[src/hdl/fdet_pkg.sv]
// Shared constants, codes and result layout of the spectrum frame signal detector.
package fdet_pkg;

  // Default sizes.
  localparam int MAX_BINS_DEF   = 1024;
  localparam int HIST_DEPTH_DEF = 24;

  // Field widths.
  localparam int PWR_W   = 12;
  localparam int TH_W    = 12;
  localparam int CF_W    = 23;
  localparam int SPAN_W  = 18;
  localparam int CFG_W   = 23;
  localparam int CIDX_W  = 2;
  localparam int PIDX_W  = 10;
  localparam int FREQ_W  = 24;
  localparam int BW_W    = 18;
  localparam int ACT_W   = 11;
  localparam int HOPS_W  = 5;
  localparam int CONF_W  = 10;
  localparam int CLS_W   = 3;
  localparam int IN_TDATA_W  = 16;
  localparam int OUT_TDATA_W = 96;

  // Register reset values.
  localparam logic signed [TH_W-1:0] THRESH_RST = -12'sd1088;
  localparam logic [CF_W-1:0]   CENTER_RST = 23'd2440000;
  localparam logic [SPAN_W-1:0] SPAN_RST   = 18'd100000;

  // Register indexes.
  localparam logic [CIDX_W-1:0] REG_THRESHOLD = 2'd0;
  localparam logic [CIDX_W-1:0] REG_CENTER    = 2'd1;
  localparam logic [CIDX_W-1:0] REG_SPAN      = 2'd2;

  // Input opcodes and queue record kinds.
  localparam logic OP_BIN    = 1'b0;
  localparam logic OP_CLEAR  = 1'b1;
  localparam logic REC_FRAME = 1'b0;
  localparam logic REC_CLEAR = 1'b1;

  // Detection and classification constants.
  localparam int HOP_DIST     = 18;
  localparam int HOP_MIN      = 4;
  localparam int MARGIN_FULL  = 384;
  localparam int BW_CTRL_MAX  = 8000;
  localparam int BW_VIDEO_MIN = 10000;
  localparam int BW_CTRL_MIN  = 400;
  localparam int ACT_VIDEO    = 35;
  localparam int CONF_CAP     = 980;
  localparam int CONF_SCALE   = 288;
  localparam int MARGIN_GAIN  = 250;
  localparam int BASE_HOP     = 860;
  localparam int BASE_VIDEO   = 820;
  localparam int BASE_CTRL    = 740;
  localparam int BASE_UNKNOWN = 450;
  // floor(q / 3) as (q * DIV3_MUL) >> 16, exact for q below 32768.
  localparam int DIV3_MUL     = 21846;

  // Signal class codes.
  localparam logic [CLS_W-1:0] CLS_NONE    = 3'd0;
  localparam logic [CLS_W-1:0] CLS_HOP     = 3'd1;
  localparam logic [CLS_W-1:0] CLS_VIDEO   = 3'd2;
  localparam logic [CLS_W-1:0] CLS_CTRL    = 3'd3;
  localparam logic [CLS_W-1:0] CLS_UNKNOWN = 3'd4;

  // Result item, packed with the first field in the highest bits.
  typedef struct packed {
    logic                     pad;
    logic                     frame_overflow;
    logic [HOPS_W-1:0]        hop_count;
    logic [ACT_W-1:0]         active_bins;
    logic [BW_W-1:0]          bandwidth_khz;
    logic signed [FREQ_W-1:0] peak_freq_khz;
    logic [PIDX_W-1:0]        peak_index;
    logic signed [PWR_W-1:0]  peak_power;
    logic [CONF_W-1:0]        confidence_permille;
    logic [CLS_W-1:0]         signal_class;
    logic                     detected;
  } result_t;

endpackage

[src/hdl/fdet_ram.sv]
// Generic single-write, single-read RAM with registered read data.
module fdet_ram #(
  parameter int WIDTH = 8,
  parameter int DEPTH = 16,
  localparam int AW = $clog2(DEPTH)
) (
  input  logic             clk,
  input  logic             we,
  input  logic [AW-1:0]    waddr,
  input  logic [WIDTH-1:0] wdata,
  input  logic [AW-1:0]    raddr,
  output logic [WIDTH-1:0] rdata
);

  logic [WIDTH-1:0] mem_r [DEPTH];
  logic [WIDTH-1:0] rdata_r;

  // Write port and registered read port.
  always_ff @(posedge clk) begin
    if (we) begin
      mem_r[waddr] <= wdata;
    end
    rdata_r <= mem_r[raddr];
  end

  assign rdata = rdata_r;

endmodule

[src/hdl/fdet_fifo.sv]
// Two-entry queue between the bin front end and the frame back end.
module fdet_fifo #(
  parameter int WIDTH = 8
) (
  input  logic             clk,
  input  logic             rst_n,
  input  logic             push,
  input  logic [WIDTH-1:0] din,
  output logic             full,
  input  logic             pop,
  output logic [WIDTH-1:0] dout,
  output logic             empty
);

  logic [WIDTH-1:0] ent_r [2];
  logic             wp_r;
  logic             rp_r;
  logic [1:0]       cnt_r;

  // Pointers and occupancy; payload entries carry no reset.
  always_ff @(posedge clk) begin
    if (!rst_n) begin
      wp_r  <= 1'b0;
      rp_r  <= 1'b0;
      cnt_r <= 2'd0;
    end else begin
      if (push) begin
        ent_r[wp_r] <= din;
        wp_r        <= ~wp_r;
      end
      if (pop) begin
        rp_r <= ~rp_r;
      end
      cnt_r <= cnt_r + {1'b0, push} - {1'b0, pop};
    end
  end

  assign full  = (cnt_r == 2'd2);
  assign empty = (cnt_r == 2'd0);
  assign dout  = ent_r[rp_r];

endmodule

[src/hdl/fdet_div.sv]
// Iterative restoring divider, one quotient bit per cycle.
module fdet_div #(
  parameter int DVD_W = 40,
  parameter int DVS_W = 14,
  localparam int STEP_W = $clog2(DVD_W + 1)
) (
  input  logic             clk,
  input  logic             rst_n,
  input  logic             start,
  input  logic [DVD_W-1:0] dividend,
  input  logic [DVS_W-1:0] divisor,
  output logic             done,
  output logic [DVD_W-1:0] quotient
);

  logic [DVD_W-1:0]  q_r;
  logic [DVS_W-1:0]  rem_r;
  logic [DVS_W-1:0]  dvs_r;
  logic [STEP_W-1:0] step_r;
  logic              busy_r;
  logic              done_r;
  logic [DVS_W:0]    rem_sh;
  logic              fits;
  logic [DVS_W:0]    rem_sub;

  // Shift in the next dividend bit and try the subtraction.
  always_comb begin
    rem_sh  = {rem_r, q_r[DVD_W-1]};
    fits    = (rem_sh >= {1'b0, dvs_r});
    rem_sub = rem_sh - {1'b0, dvs_r};
  end

  // Step sequencing; done pulses for one cycle after the last step.
  always_ff @(posedge clk) begin
    if (!rst_n) begin
      busy_r <= 1'b0;
      done_r <= 1'b0;
      step_r <= '0;
    end else begin
      done_r <= busy_r && !start && (step_r == STEP_W'(1));
      if (start) begin
        q_r    <= dividend;
        rem_r  <= '0;
        dvs_r  <= divisor;
        step_r <= STEP_W'(DVD_W);
        busy_r <= 1'b1;
      end else if (busy_r) begin
        q_r    <= {q_r[DVD_W-2:0], fits};
        rem_r  <= fits ? rem_sub[DVS_W-1:0] : rem_sh[DVS_W-1:0];
        step_r <= step_r - 1'b1;
        if (step_r == STEP_W'(1)) begin
          busy_r <= 1'b0;
        end
      end
    end
  end

  assign done     = done_r;
  assign quotient = q_r;

endmodule

[src/hdl/fdet_front.sv]
// Front end: takes bins, keeps running frame statistics, queues frame and clear records.
module fdet_front #(
  parameter int MAX_BINS = fdet_pkg::MAX_BINS_DEF,
  localparam int IDX_W = $clog2(MAX_BINS),
  localparam int CNT_W = $clog2(MAX_BINS + 1),
  localparam int REC_W = 3 + 2 * CNT_W + fdet_pkg::PWR_W + 3 * IDX_W
) (
  input  logic                             clk,
  input  logic                             rst_n,
  input  logic signed [fdet_pkg::TH_W-1:0] threshold,
  input  logic                             in_valid,
  output logic                             in_ready,
  input  logic                             in_opcode,
  input  logic signed [fdet_pkg::PWR_W-1:0] in_power,
  input  logic                             in_last,
  output logic                             rec_push,
  output logic [REC_W-1:0]                 rec_data,
  input  logic                             rec_full
);

  typedef struct packed {
    logic                              kind;
    logic [CNT_W-1:0]                  n;
    logic [CNT_W-1:0]                  act;
    logic signed [fdet_pkg::PWR_W-1:0] peak;
    logic [IDX_W-1:0]                  pidx;
    logic [IDX_W-1:0]                  first;
    logic [IDX_W-1:0]                  last;
    logic                              any;
    logic                              ovf;
  } rec_t;

  logic [CNT_W-1:0]                  bin_cnt_r, bin_cnt_nxt;
  logic [CNT_W-1:0]                  act_r, act_nxt;
  logic signed [fdet_pkg::PWR_W-1:0] peak_r, peak_nxt;
  logic [IDX_W-1:0]                  pidx_r, pidx_nxt;
  logic [IDX_W-1:0]                  first_r, first_nxt;
  logic [IDX_W-1:0]                  last_r, last_nxt;
  logic                              any_r, any_nxt;
  logic                              ovf_r, ovf_nxt;
  logic                              xfer;
  logic                              take_bin;
  logic                              close;
  logic [IDX_W-1:0]                  idx;
  rec_t                              rec;

  assign in_ready = ~rec_full;
  assign xfer     = in_valid & in_ready;
  assign take_bin = xfer & (in_opcode == fdet_pkg::OP_BIN);
  assign close    = take_bin & in_last;
  assign idx      = bin_cnt_r[IDX_W-1:0];

  // Statistics update for one accepted bin.
  always_comb begin
    bin_cnt_nxt = bin_cnt_r;
    act_nxt     = act_r;
    peak_nxt    = peak_r;
    pidx_nxt    = pidx_r;
    first_nxt   = first_r;
    last_nxt    = last_r;
    any_nxt     = any_r;
    ovf_nxt     = ovf_r;
    if (take_bin) begin
      if (bin_cnt_r < CNT_W'(MAX_BINS)) begin
        if ((bin_cnt_r == '0) || (in_power > peak_r)) begin
          peak_nxt = in_power;
          pidx_nxt = idx;
        end
        if (in_power >= threshold) begin
          act_nxt = act_r + 1'b1;
          if (!any_r) begin
            first_nxt = idx;
          end
          last_nxt = idx;
          any_nxt  = 1'b1;
        end
        bin_cnt_nxt = bin_cnt_r + 1'b1;
      end else begin
        // Bins beyond the frame limit are dropped and flagged.
        ovf_nxt = 1'b1;
      end
    end
  end

  // Record handed to the back end: a closed frame or a history clear.
  always_comb begin
    rec.kind  = (in_opcode == fdet_pkg::OP_CLEAR) ? fdet_pkg::REC_CLEAR : fdet_pkg::REC_FRAME;
    rec.n     = bin_cnt_nxt;
    rec.act   = act_nxt;
    rec.peak  = peak_nxt;
    rec.pidx  = pidx_nxt;
    rec.first = first_nxt;
    rec.last  = last_nxt;
    rec.any   = any_nxt;
    rec.ovf   = ovf_nxt;
  end

  assign rec_push = xfer & ((in_opcode == fdet_pkg::OP_CLEAR) | in_last);
  assign rec_data = rec;

  // Frame state registers, cleared when a frame closes.
  always_ff @(posedge clk) begin
    if (!rst_n || close) begin
      bin_cnt_r <= '0;
      act_r     <= '0;
      pidx_r    <= '0;
      first_r   <= '0;
      last_r    <= '0;
      any_r     <= 1'b0;
      ovf_r     <= 1'b0;
    end else begin
      bin_cnt_r <= bin_cnt_nxt;
      act_r     <= act_nxt;
      pidx_r    <= pidx_nxt;
      first_r   <= first_nxt;
      last_r    <= last_nxt;
      any_r     <= any_nxt;
      ovf_r     <= ovf_nxt;
    end
  end

  // Running peak value; the first bin of every frame overwrites it.
  always_ff @(posedge clk) begin
    peak_r <= peak_nxt;
  end

endmodule

[src/hdl/fdet_back.sv]
// Back end: peak history, hop walk, frequency and bandwidth division, class and result.
module fdet_back #(
  parameter int MAX_BINS      = fdet_pkg::MAX_BINS_DEF,
  parameter int HISTORY_DEPTH = fdet_pkg::HIST_DEPTH_DEF,
  localparam int IDX_W = $clog2(MAX_BINS),
  localparam int CNT_W = $clog2(MAX_BINS + 1),
  localparam int REC_W = 3 + 2 * CNT_W + fdet_pkg::PWR_W + 3 * IDX_W
) (
  input  logic                               clk,
  input  logic                               rst_n,
  input  logic signed [fdet_pkg::TH_W-1:0]   threshold,
  input  logic [fdet_pkg::CF_W-1:0]          center_freq_khz,
  input  logic [fdet_pkg::SPAN_W-1:0]        span_khz,
  input  logic                               rec_empty,
  input  logic [REC_W-1:0]                   rec_data,
  output logic                               rec_pop,
  output logic                               out_valid,
  input  logic                               out_ready,
  output fdet_pkg::result_t                  out_data
);

  localparam int HA_W   = $clog2(HISTORY_DEPTH);
  localparam int FILL_W = $clog2(HISTORY_DEPTH + 1);
  localparam int A_W    = fdet_pkg::CF_W + 3;
  localparam int NUM_W  = A_W + CNT_W + 2;
  localparam int DVS_W  = CNT_W + 1;
  localparam int LIM_W  = CNT_W + 14;
  localparam int WID_W  = fdet_pkg::SPAN_W + CNT_W;
  localparam int PS_W   = IDX_W + fdet_pkg::SPAN_W;
  localparam int X_W    = 19;
  localparam int Q0_W   = X_W - 7;
  localparam int QM_W   = Q0_W + 16;

  typedef struct packed {
    logic                              kind;
    logic [CNT_W-1:0]                  n;
    logic [CNT_W-1:0]                  act;
    logic signed [fdet_pkg::PWR_W-1:0] peak;
    logic [IDX_W-1:0]                  pidx;
    logic [IDX_W-1:0]                  first;
    logic [IDX_W-1:0]                  last;
    logic                              any;
    logic                              ovf;
  } rec_t;

  typedef enum logic [3:0] {
    S_IDLE, S_HINIT, S_HREF, S_HOPS, S_MUL, S_SUM,
    S_FDIV, S_FWAIT, S_BDIV, S_BWAIT, S_CLS, S_OUT
  } state_t;

  state_t                              state_r;
  rec_t                                rec_in;
  rec_t                                rec_r;
  logic [HA_W-1:0]                     head_r;
  logic [FILL_W-1:0]                   fill_r;
  logic [HA_W-1:0]                     ptr_r;
  logic [FILL_W-1:0]                   cnt_r;
  logic [IDX_W-1:0]                    ref_r;
  logic [FILL_W-1:0]                   hops_r;
  logic [CNT_W-1:0]                    den_r;
  logic signed [NUM_W-1:0]             prod_r;
  logic signed [NUM_W-1:0]             num_r;
  logic [WID_W-1:0]                    wid_r;
  logic [LIM_W-1:0]                    lim_lo_r;
  logic [LIM_W-1:0]                    lim_hi_r;
  logic [LIM_W-1:0]                    lim_vid_r;
  logic                                neg_r;
  logic [fdet_pkg::FREQ_W-1:0]         freq_r;
  logic [fdet_pkg::BW_W-1:0]           bw_r;
  logic                                det_r;
  logic [fdet_pkg::CLS_W-1:0]          cls_r;
  logic [X_W-1:0]                      x_r;
  logic                                out_valid_r;
  fdet_pkg::result_t                   res_r;

  logic                                ram_we;
  logic [HA_W-1:0]                     raddr;
  logic [IDX_W-1:0]                    rdata;
  logic [HA_W+1:0]                     start_sum;
  logic [HA_W-1:0]                     start_c;
  logic [HA_W-1:0]                     ptr_inc;
  logic [IDX_W-1:0]                    hop_gap;
  logic [CNT_W-1:0]                    den_c;
  logic signed [A_W-1:0]               a_c;
  logic signed [A_W+CNT_W:0]           prod_c;
  logic [CNT_W-1:0]                    lf_c;
  logic [WID_W-1:0]                    wid_c;
  logic [PS_W-1:0]                     ps_c;
  logic [NUM_W-1:0]                    mag_c;
  logic                                div_start;
  logic [NUM_W-1:0]                    dvd_c;
  logic [DVS_W-1:0]                    dvs_c;
  logic                                div_done;
  logic [NUM_W-1:0]                    div_q;
  logic signed [fdet_pkg::PWR_W:0]     m_c;
  logic [8:0]                          mcap_c;
  logic [9:0]                          base_c;
  logic [fdet_pkg::CLS_W-1:0]          cls_c;
  logic [QM_W-1:0]                     qm_c;
  logic [fdet_pkg::CONF_W:0]           q_c;
  logic [fdet_pkg::CONF_W-1:0]         conf_c;
  logic                                load_out;

  assign rec_in  = rec_data;
  assign rec_pop = (state_r == S_IDLE) && !rec_empty;
  assign ram_we  = rec_pop && (rec_in.kind == fdet_pkg::REC_FRAME);

  // Peak index history.
  fdet_ram #(
    .WIDTH (IDX_W),
    .DEPTH (HISTORY_DEPTH)
  ) u_hist (
    .clk   (clk),
    .we    (ram_we),
    .waddr (head_r),
    .wdata (rec_in.pidx),
    .raddr (raddr),
    .rdata (rdata)
  );

  // Oldest entry, wrap increment and read address of the history walk.
  always_comb begin
    start_sum = (HA_W+2)'(head_r) + (HA_W+2)'(HISTORY_DEPTH) - (HA_W+2)'(fill_r);
    if (start_sum >= (HA_W+2)'(HISTORY_DEPTH)) begin
      start_sum = start_sum - (HA_W+2)'(HISTORY_DEPTH);
    end
    start_c = start_sum[HA_W-1:0];
    ptr_inc = (ptr_r == HA_W'(HISTORY_DEPTH - 1)) ? '0 : ptr_r + 1'b1;
    case (state_r)
      S_HINIT: raddr = start_c;
      S_HOPS:  raddr = ptr_inc;
      default: raddr = ptr_r;
    endcase
    hop_gap = (rdata > ref_r) ? rdata - ref_r : ref_r - rdata;
  end

  // Frequency numerator and bandwidth products.
  always_comb begin
    den_c  = (rec_r.n > CNT_W'(1)) ? rec_r.n - 1'b1 : CNT_W'(1);
    a_c    = $signed({2'b00, center_freq_khz, 1'b0}) - $signed(A_W'(span_khz));
    prod_c = a_c * $signed({1'b0, den_c});
    lf_c   = CNT_W'(rec_r.last) - CNT_W'(rec_r.first) + 1'b1;
    wid_c  = lf_c * span_khz;
    ps_c   = rec_r.pidx * span_khz;
    mag_c  = num_r[NUM_W-1] ? NUM_W'(-num_r) : NUM_W'(num_r);
  end

  // One divider shared by the frequency and the bandwidth.
  assign div_start = (state_r == S_FDIV) || (state_r == S_BDIV);
  assign dvd_c     = (state_r == S_FDIV) ? mag_c : NUM_W'(wid_r);
  assign dvs_c     = (state_r == S_FDIV) ? {den_r, 1'b0} : {1'b0, rec_r.n};

  fdet_div #(
    .DVD_W (NUM_W),
    .DVS_W (DVS_W)
  ) u_div (
    .clk      (clk),
    .rst_n    (rst_n),
    .start    (div_start),
    .dividend (dvd_c),
    .divisor  (dvs_c),
    .done     (div_done),
    .quotient (div_q)
  );

  // Class decision and margin.
  always_comb begin
    m_c    = (fdet_pkg::PWR_W+1)'(rec_r.peak) - (fdet_pkg::PWR_W+1)'(threshold);
    mcap_c = (m_c > (fdet_pkg::PWR_W+1)'(fdet_pkg::MARGIN_FULL)) ?
             9'(fdet_pkg::MARGIN_FULL) : m_c[8:0];
    if ((32'(hops_r) >= fdet_pkg::HOP_MIN) && (wid_r < WID_W'(lim_hi_r))) begin
      cls_c  = fdet_pkg::CLS_HOP;
      base_c = 10'(fdet_pkg::BASE_HOP);
    end else if ((wid_r >= WID_W'(lim_vid_r)) &&
                 (32'(rec_r.act) >= fdet_pkg::ACT_VIDEO)) begin
      cls_c  = fdet_pkg::CLS_VIDEO;
      base_c = 10'(fdet_pkg::BASE_VIDEO);
    end else if ((wid_r > WID_W'(lim_lo_r)) && (wid_r < WID_W'(lim_hi_r))) begin
      cls_c  = fdet_pkg::CLS_CTRL;
      base_c = 10'(fdet_pkg::BASE_CTRL);
    end else begin
      cls_c  = fdet_pkg::CLS_UNKNOWN;
      base_c = 10'(fdet_pkg::BASE_UNKNOWN);
    end
  end

  // Confidence: divide by 384 as a shift by 7 and a reciprocal multiply by 3.
  always_comb begin
    qm_c   = QM_W'(x_r[X_W-1:7]) * QM_W'(fdet_pkg::DIV3_MUL);
    q_c    = qm_c[16 +: fdet_pkg::CONF_W+1];
    conf_c = (q_c > (fdet_pkg::CONF_W+1)'(fdet_pkg::CONF_CAP)) ?
             fdet_pkg::CONF_W'(fdet_pkg::CONF_CAP) : q_c[fdet_pkg::CONF_W-1:0];
  end

  assign load_out = (state_r == S_OUT) && (!out_valid_r || out_ready);

  // Sequencer with its datapath and the result register.
  always_ff @(posedge clk) begin
    if (!rst_n) begin
      state_r     <= S_IDLE;
      head_r      <= '0;
      fill_r      <= '0;
      out_valid_r <= 1'b0;
    end else begin
      if (out_valid_r && out_ready && !load_out) begin
        out_valid_r <= 1'b0;
      end
      unique case (state_r)
        S_IDLE: begin
          if (!rec_empty) begin
            if (rec_in.kind == fdet_pkg::REC_CLEAR) begin
              head_r <= '0;
              fill_r <= '0;
            end else begin
              rec_r  <= rec_in;
              head_r <= (head_r == HA_W'(HISTORY_DEPTH - 1)) ? '0 : head_r + 1'b1;
              if (fill_r < FILL_W'(HISTORY_DEPTH)) begin
                fill_r <= fill_r + 1'b1;
              end
              state_r <= S_HINIT;
            end
          end
        end
        S_HINIT: begin
          ptr_r   <= (start_c == HA_W'(HISTORY_DEPTH - 1)) ? '0 : start_c + 1'b1;
          cnt_r   <= FILL_W'(1);
          hops_r  <= '0;
          state_r <= S_HREF;
        end
        S_HREF: begin
          ref_r   <= rdata;
          state_r <= S_HOPS;
        end
        S_HOPS: begin
          // The reference moves only when a hop is counted.
          if (cnt_r < fill_r) begin
            if (32'(hop_gap) > fdet_pkg::HOP_DIST) begin
              hops_r <= hops_r + 1'b1;
              ref_r  <= rdata;
            end
            ptr_r <= ptr_inc;
            cnt_r <= cnt_r + 1'b1;
          end else begin
            state_r <= S_MUL;
          end
        end
        S_MUL: begin
          den_r   <= den_c;
          prod_r  <= NUM_W'(prod_c);
          wid_r   <= (rec_r.any && (rec_r.n > CNT_W'(1))) ? wid_c : '0;
          state_r <= S_SUM;
        end
        S_SUM: begin
          num_r     <= prod_r + $signed(NUM_W'({ps_c, 1'b0}));
          lim_lo_r  <= rec_r.n * LIM_W'(fdet_pkg::BW_CTRL_MIN);
          lim_hi_r  <= rec_r.n * LIM_W'(fdet_pkg::BW_CTRL_MAX);
          lim_vid_r <= rec_r.n * LIM_W'(fdet_pkg::BW_VIDEO_MIN);
          state_r   <= S_FDIV;
        end
        S_FDIV: begin
          neg_r   <= num_r[NUM_W-1];
          state_r <= S_FWAIT;
        end
        S_FWAIT: begin
          // Quotient of magnitudes, sign restored: truncation toward zero.
          if (div_done) begin
            freq_r  <= neg_r ? fdet_pkg::FREQ_W'(0) - div_q[fdet_pkg::FREQ_W-1:0] :
                               div_q[fdet_pkg::FREQ_W-1:0];
            state_r <= S_BDIV;
          end
        end
        S_BDIV: begin
          state_r <= S_BWAIT;
        end
        S_BWAIT: begin
          if (div_done) begin
            bw_r    <= div_q[fdet_pkg::BW_W-1:0];
            state_r <= S_CLS;
          end
        end
        S_CLS: begin
          det_r   <= (rec_r.peak >= threshold);
          cls_r   <= cls_c;
          x_r     <= X_W'(base_c) * X_W'(fdet_pkg::CONF_SCALE) +
                     X_W'(mcap_c) * X_W'(fdet_pkg::MARGIN_GAIN);
          state_r <= S_OUT;
        end
        S_OUT: begin
          if (load_out) begin
            res_r.pad                 <= 1'b0;
            res_r.frame_overflow      <= rec_r.ovf;
            res_r.hop_count           <= fdet_pkg::HOPS_W'(hops_r);
            res_r.active_bins         <= fdet_pkg::ACT_W'(rec_r.act);
            res_r.bandwidth_khz       <= bw_r;
            res_r.peak_freq_khz       <= freq_r;
            res_r.peak_index          <= fdet_pkg::PIDX_W'(rec_r.pidx);
            res_r.peak_power          <= rec_r.peak;
            res_r.confidence_permille <= det_r ? conf_c : '0;
            res_r.signal_class        <= det_r ? cls_r : fdet_pkg::CLS_NONE;
            res_r.detected            <= det_r;
            out_valid_r               <= 1'b1;
            state_r                   <= S_IDLE;
          end
        end
        default: state_r <= S_IDLE;
      endcase
    end
  end

  assign out_valid = out_valid_r;
  assign out_data  = res_r;

endmodule

[src/hdl/spectrum_frame_signal_detector.sv]
// Top level of the spectrum frame signal detector: ports, registers, front, queue and back.
//
// Channel | Direction | Transfer when        | Carries
// in_     | slave     | in_tvalid & ready    | tdata power, tuser opcode, tlast last_bin
// out_    | master    | out_tvalid & ready   | tdata one frame summary
// cfg_    | write     | cfg_valid & ready    | cfg_index register, cfg_data value
//
// Bins are taken one per cycle; the front end only stalls while the two-entry
// frame queue is full.
// Each frame summary is worked out in the back end by a history walk through the RAM
// read port, then two passes of the shared one-bit-per-cycle divider over a NUM_W-bit
// dividend, NUM_W being 28 plus the bin count width.
// Reset is synchronous and active low and clears all control state; the history
// needs no clearing pass. A stalled result stays in the output register while
// the back end goes on with the next frame.
module spectrum_frame_signal_detector #(
  parameter int MAX_BINS      = fdet_pkg::MAX_BINS_DEF,
  parameter int HISTORY_DEPTH = fdet_pkg::HIST_DEPTH_DEF
) (
  input  logic                                clk,
  input  logic                                rst_n,
  input  logic                                in_tvalid,
  output logic                                in_tready,
  // [11:0] power, [15:12] zero
  input  logic [fdet_pkg::IN_TDATA_W-1:0]     in_tdata,
  // [0] opcode
  input  logic                                in_tuser,
  input  logic                                in_tlast,
  output logic                                out_tvalid,
  input  logic                                out_tready,
  // [0] detected, [3:1] signal_class, [13:4] confidence_permille, [25:14] peak_power,
  // [35:26] peak_index, [59:36] peak_freq_khz, [77:60] bandwidth_khz,
  // [88:78] active_bins, [93:89] hop_count, [94] frame_overflow, [95] zero
  output logic [fdet_pkg::OUT_TDATA_W-1:0]    out_tdata,
  input  logic                                cfg_valid,
  output logic                                cfg_ready,
  input  logic [fdet_pkg::CIDX_W-1:0]         cfg_index,
  input  logic [fdet_pkg::CFG_W-1:0]          cfg_data
);

  localparam int IDX_W = $clog2(MAX_BINS);
  localparam int CNT_W = $clog2(MAX_BINS + 1);
  localparam int REC_W = 3 + 2 * CNT_W + fdet_pkg::PWR_W + 3 * IDX_W;

  logic signed [fdet_pkg::TH_W-1:0] threshold_r;
  logic [fdet_pkg::CF_W-1:0]        center_r;
  logic [fdet_pkg::SPAN_W-1:0]      span_r;
  logic                             rec_push;
  logic [REC_W-1:0]                 rec_wdata;
  logic                             rec_full;
  logic                             rec_pop;
  logic [REC_W-1:0]                 rec_rdata;
  logic                             rec_empty;
  fdet_pkg::result_t                res;

  // Configuration registers.
  assign cfg_ready = 1'b1;

  always_ff @(posedge clk) begin
    if (!rst_n) begin
      threshold_r <= fdet_pkg::THRESH_RST;
      center_r    <= fdet_pkg::CENTER_RST;
      span_r      <= fdet_pkg::SPAN_RST;
    end else if (cfg_valid && cfg_ready) begin
      unique case (cfg_index)
        fdet_pkg::REG_THRESHOLD: threshold_r <= $signed(cfg_data[fdet_pkg::TH_W-1:0]);
        fdet_pkg::REG_CENTER:    center_r    <= cfg_data[fdet_pkg::CF_W-1:0];
        fdet_pkg::REG_SPAN:      span_r      <= cfg_data[fdet_pkg::SPAN_W-1:0];
        default: ;
      endcase
    end
  end

  fdet_front #(
    .MAX_BINS (MAX_BINS)
  ) u_front (
    .clk       (clk),
    .rst_n     (rst_n),
    .threshold (threshold_r),
    .in_valid  (in_tvalid),
    .in_ready  (in_tready),
    .in_opcode (in_tuser),
    .in_power  ($signed(in_tdata[fdet_pkg::PWR_W-1:0])),
    .in_last   (in_tlast),
    .rec_push  (rec_push),
    .rec_data  (rec_wdata),
    .rec_full  (rec_full)
  );

  fdet_fifo #(
    .WIDTH (REC_W)
  ) u_queue (
    .clk   (clk),
    .rst_n (rst_n),
    .push  (rec_push),
    .din   (rec_wdata),
    .full  (rec_full),
    .pop   (rec_pop),
    .dout  (rec_rdata),
    .empty (rec_empty)
  );

  fdet_back #(
    .MAX_BINS      (MAX_BINS),
    .HISTORY_DEPTH (HISTORY_DEPTH)
  ) u_back (
    .clk             (clk),
    .rst_n           (rst_n),
    .threshold       (threshold_r),
    .center_freq_khz (center_r),
    .span_khz        (span_r),
    .rec_empty       (rec_empty),
    .rec_data        (rec_rdata),
    .rec_pop         (rec_pop),
    .out_valid       (out_tvalid),
    .out_ready       (out_tready),
    .out_data        (res)
  );

  assign out_tdata = res;

  // A frame below the threshold carries neither class nor confidence.
  a_undetected_empty: assert property (@(posedge clk) disable iff (!rst_n)
    (out_tvalid && !res.detected) |->
      (res.signal_class == fdet_pkg::CLS_NONE) && (res.confidence_permille == '0))
    else $error("undetected frame has a class or confidence");

  // Confidence never exceeds its cap.
  a_conf_cap: assert property (@(posedge clk) disable iff (!rst_n)
    out_tvalid |-> (32'(res.confidence_permille) <= fdet_pkg::CONF_CAP))
    else $error("confidence above cap");

  // The back end only pops records that are there.
  a_pop_nonempty: assert property (@(posedge clk) disable iff (!rst_n)
    rec_pop |-> !rec_empty)
    else $error("frame queue popped while empty");

endmodule
[config.mk]
export PLATFORM = sky130hd
export DESIGN_NAME = spectrum_frame_signal_detector
export DESIGN_NICKNAME = d
export VERILOG_FILES = /design/src/hdl/fdet_pkg.sv /design/src/hdl/fdet_ram.sv /design/src/hdl/fdet_fifo.sv /design/src/hdl/fdet_div.sv /design/src/hdl/fdet_front.sv /design/src/hdl/fdet_back.sv /design/src/hdl/spectrum_frame_signal_detector.sv
export SDC_FILE = /design/constraint.sdc
export NUM_CORES = 2
export LEC_CHECK = 0
export BUFFER_PORTS_ARGS = -buffer_cell sky130_fd_sc_hd__buf_4
export CELL_PAD_IN_SITES_DETAIL_PLACEMENT = 0
export CELL_PAD_IN_SITES_GLOBAL_PLACEMENT = 1
export CORE_AREA = 8 8 396 398
export CTS_CLUSTER_SIZE = 28
export DETAILED_ROUTE_END_ITERATION = 8
export DIE_AREA = 0 0 404 406
export PLACE_DENSITY = 0.77
export SYNTH_ARGS = -nofsm -noshare
export SYNTH_HDL_FRONTEND = slang
export SYNTH_SLANG_ARGS = --single-unit
export TNS_END_PERCENT = 20
[constraint.sdc]
create_clock -name clk -period 25 [get_ports clk]
set_clock_uncertainty 0.1 [all_clocks]
set_input_delay 2.5 -clock clk [delete_from_list [all_inputs] [get_ports clk]]
set_output_delay 2.5 -clock clk [all_outputs]
set_load 0.03 [all_outputs]
==> out/qor.csv <==
metric,value,unit
CP Max Fanout,23,
register area share after synthesis,0.384,
Synth warnings,0,
Worst Path Arrival,9670,ps
Clock Latency Late Sink,740,ps
max-cap viol count,0,
Root Buffer,clkbuf_16,
Post-DRT Antenna Nets,0,
DR iter-0 viols,3199,
largest net degree at the start of global routing,71,
cell taking the most area after synthesis,edfxtp_1,
Routed WL,180000,um
CTS max path bufs,3,
Synth Net Count,8114,
RSZ-0062 raised after global routing,false,
first-pass detailed-route iteration total,5,
syn_area_per_cell,11.1,um2
"Setup Fix Bufs, Post-CTS",0,
Layout area overhead,9.47,%
M2 GR Usage,0.357,
most frequent CP cell,inv_1,
Die Wd,404,um
num rows,143,
Synth area leaders,"edfxtp_1 (34%), fa_1 (17%), ha_1 (11%), inv_1 (4.9%), dfxtp_1 (4.2%)",
height of the chip,406,um
worst setup path class,flop to flop,
Remaining DRCs,0,
vias in the first global route,49426,
Worst-Margin Slew,1300,ps
R2R setup slack,15690,ps
DIE AREA,0.164,mm2
hold_buf cts,0,
I/O Buffers,140,
NumNets Final,8229,
Clock Pin Slew Worst Setup and Hold Paths,60,ps
worst path bufs/invs,7,
vias per std cell,5.41,
final worst path period need,9310,ps
HP Class,flop to flop,
fmax,107,MHz
DPL Wire Length,137000,um
"slowest stage delay, CP",1010,ps
Crit. End Element,flop,
cell with the most instances after synthesis,inv_1,
ys async rst share,0,
number of library cell types mapped by synthesis,84,
status,"finished, final reports clean",
initial antenna violation count,9,
GR Util met3,0.0333,
"FF+latch count, synth",1005,
# resized after CTS,0,
Netlist Area Pre-Place,0.0746,mm2
Worst EP required,25360,ps
total CTS buffers,109,
M1 GR Usage,0.306,
initial core utilization,0.495,
setup TNS,0,ps
total track usage,0.219,
Slew headroom,0.126,
first-pass GRT wire length,282000,um
top cell type's share of synthesized area,0.341,
ys flop type,edfxtp_1,
Via Count,48636,
# clock sinks,1005,
"Slowest-stage cell, CP",nand2_1,
core area,0.151,mm2
WL/cell,20.1,um
H-tree levels,3,
share of the clock period used by the worst path after layout,0.372,
CTS tree,yes,
Critical Path Source Type,flop,
CP top delay family,adder cells,
Mapped Cells,6743,
Slew Limit Fails,0,
final hold violation count,0,
IO Count,147,
final setup fails,0,
Commonest cells post-synth,"inv_1 (975), edfxtp_1 (848), nand2_1 (747)",
"EDFF count, synth",848,
total gr overflow,0,
share of layout cells above drive strength 1,0.0909,
Most Crowded Layer GR,met2,
GPL Wtd Cong,0.856,
[cells in the final DEF, fill, tap and decap left out, types with 103 or more instances in the layout]
| cell type | instances |
|---|---|
| nor2_1 | 331 |
| xor2_1 | 103 |
| mux2_2 | 119 |
| a21oi_1 | 249 |
| clkbuf_16 | 111 |
| ha_1 | 684 |
| o21ai_0 | 233 |
| and2_1 | 222 |
| nand2_1 | 747 |
| edfxtp_1 | 848 |
| inv_1 | 975 |
| dfxtp_1 | 156 |
| fa_1 | 639 |
| xnor2_1 | 235 |
| buf_4 | 214 |
[layer usage]
layer	up-vias	wire length [um]
met5	-	12
met4	2	4390
met3	233	10300
met2	1186	83900
met1	24275	81800
li1	22940	-
[area by class of cell]
type,count,area [um2]
clock inverters,64,596
repair buffers,214,1610
diodes,4,10.0
flip-flops and latches,1005,28600
well taps,2030,2540
fillers,13098,69000
inverters,977,3670
clock buffers,142,2950
multi-input cells,4551,41700
[state kept, by name, summed over array words and instances (netlist names), 12 cells and up, named ones only]
register and flops:
u_back.u_hist.mem_r 240, u_queue.ent_r 134, u_back.out_data 95, u_back.rec_r 66, u_back.num_r 39, u_back.u_div.quotient 39
u_back.prod_r 37, u_back.wid_r 29, u_back.freq_r 24, center_r 23, span_r 18, u_back.bw_r 18
u_back.lim_vid_r 18, u_back.lim_hi_r 16, u_back.lim_lo_r 16, threshold_r 12, u_back.u_div.dvs_r 12, u_back.u_div.rem_r 12
u_back.x_r 12, u_front.peak_r 12
[final timing paths]
kind                     from  depth (start not counted)                  end
min reg2reg    u_back.bw_r[5]                          0  u_back.out_data[65]
max reg2reg  u_back.rec_r[56]                         30    u_back.prod_r[36]
min            u_back.bw_r[5]                          0  u_back.out_data[65]
max          u_back.rec_r[56]                         30    u_back.prod_r[36]
[cell families (layout without fill, tap and decap cells)]
group                    Yosys count  count (layout)  share of synthesized area
AO/OA/AOI/OAI                    910             910                     0.0767
XOR/XNOR                         345             345                     0.0405
adder cells (fa/ha/maj)         1323            1323                      0.286
buffers and inverters           1187            1397                     0.0599
flip-flops                      1005            1005                      0.384
multiplexers                     247             247                     0.0452
other                              2               6                   0.000101
AND/OR/NAND/NOR                 1724            1724                      0.108
[through the flow]
step | hold slack, ps | instance area (um2) | setup slack [ps] | cells | util
6_report | 316 | 81600 | 15690 | 8987 | 0.542
5_1_grt | 322 | 81600 | 14960 | 8983 | 0.542
4_1_cts | 317 | 81600 | 15660 | 8983 | 0.542
3_5_place_dp | 305 | 78100 | 15690 | 8777 | 0.518
3_3_place_gp | 305 | 78100 | 15760 | 8777 | 0.518
2_1_floorplan | 300 | 74600 | 11880 | 6743 | -
Power is not shown: default switching activity piles up to over one toggle a cycle in this logic, so the estimate is an artifact.
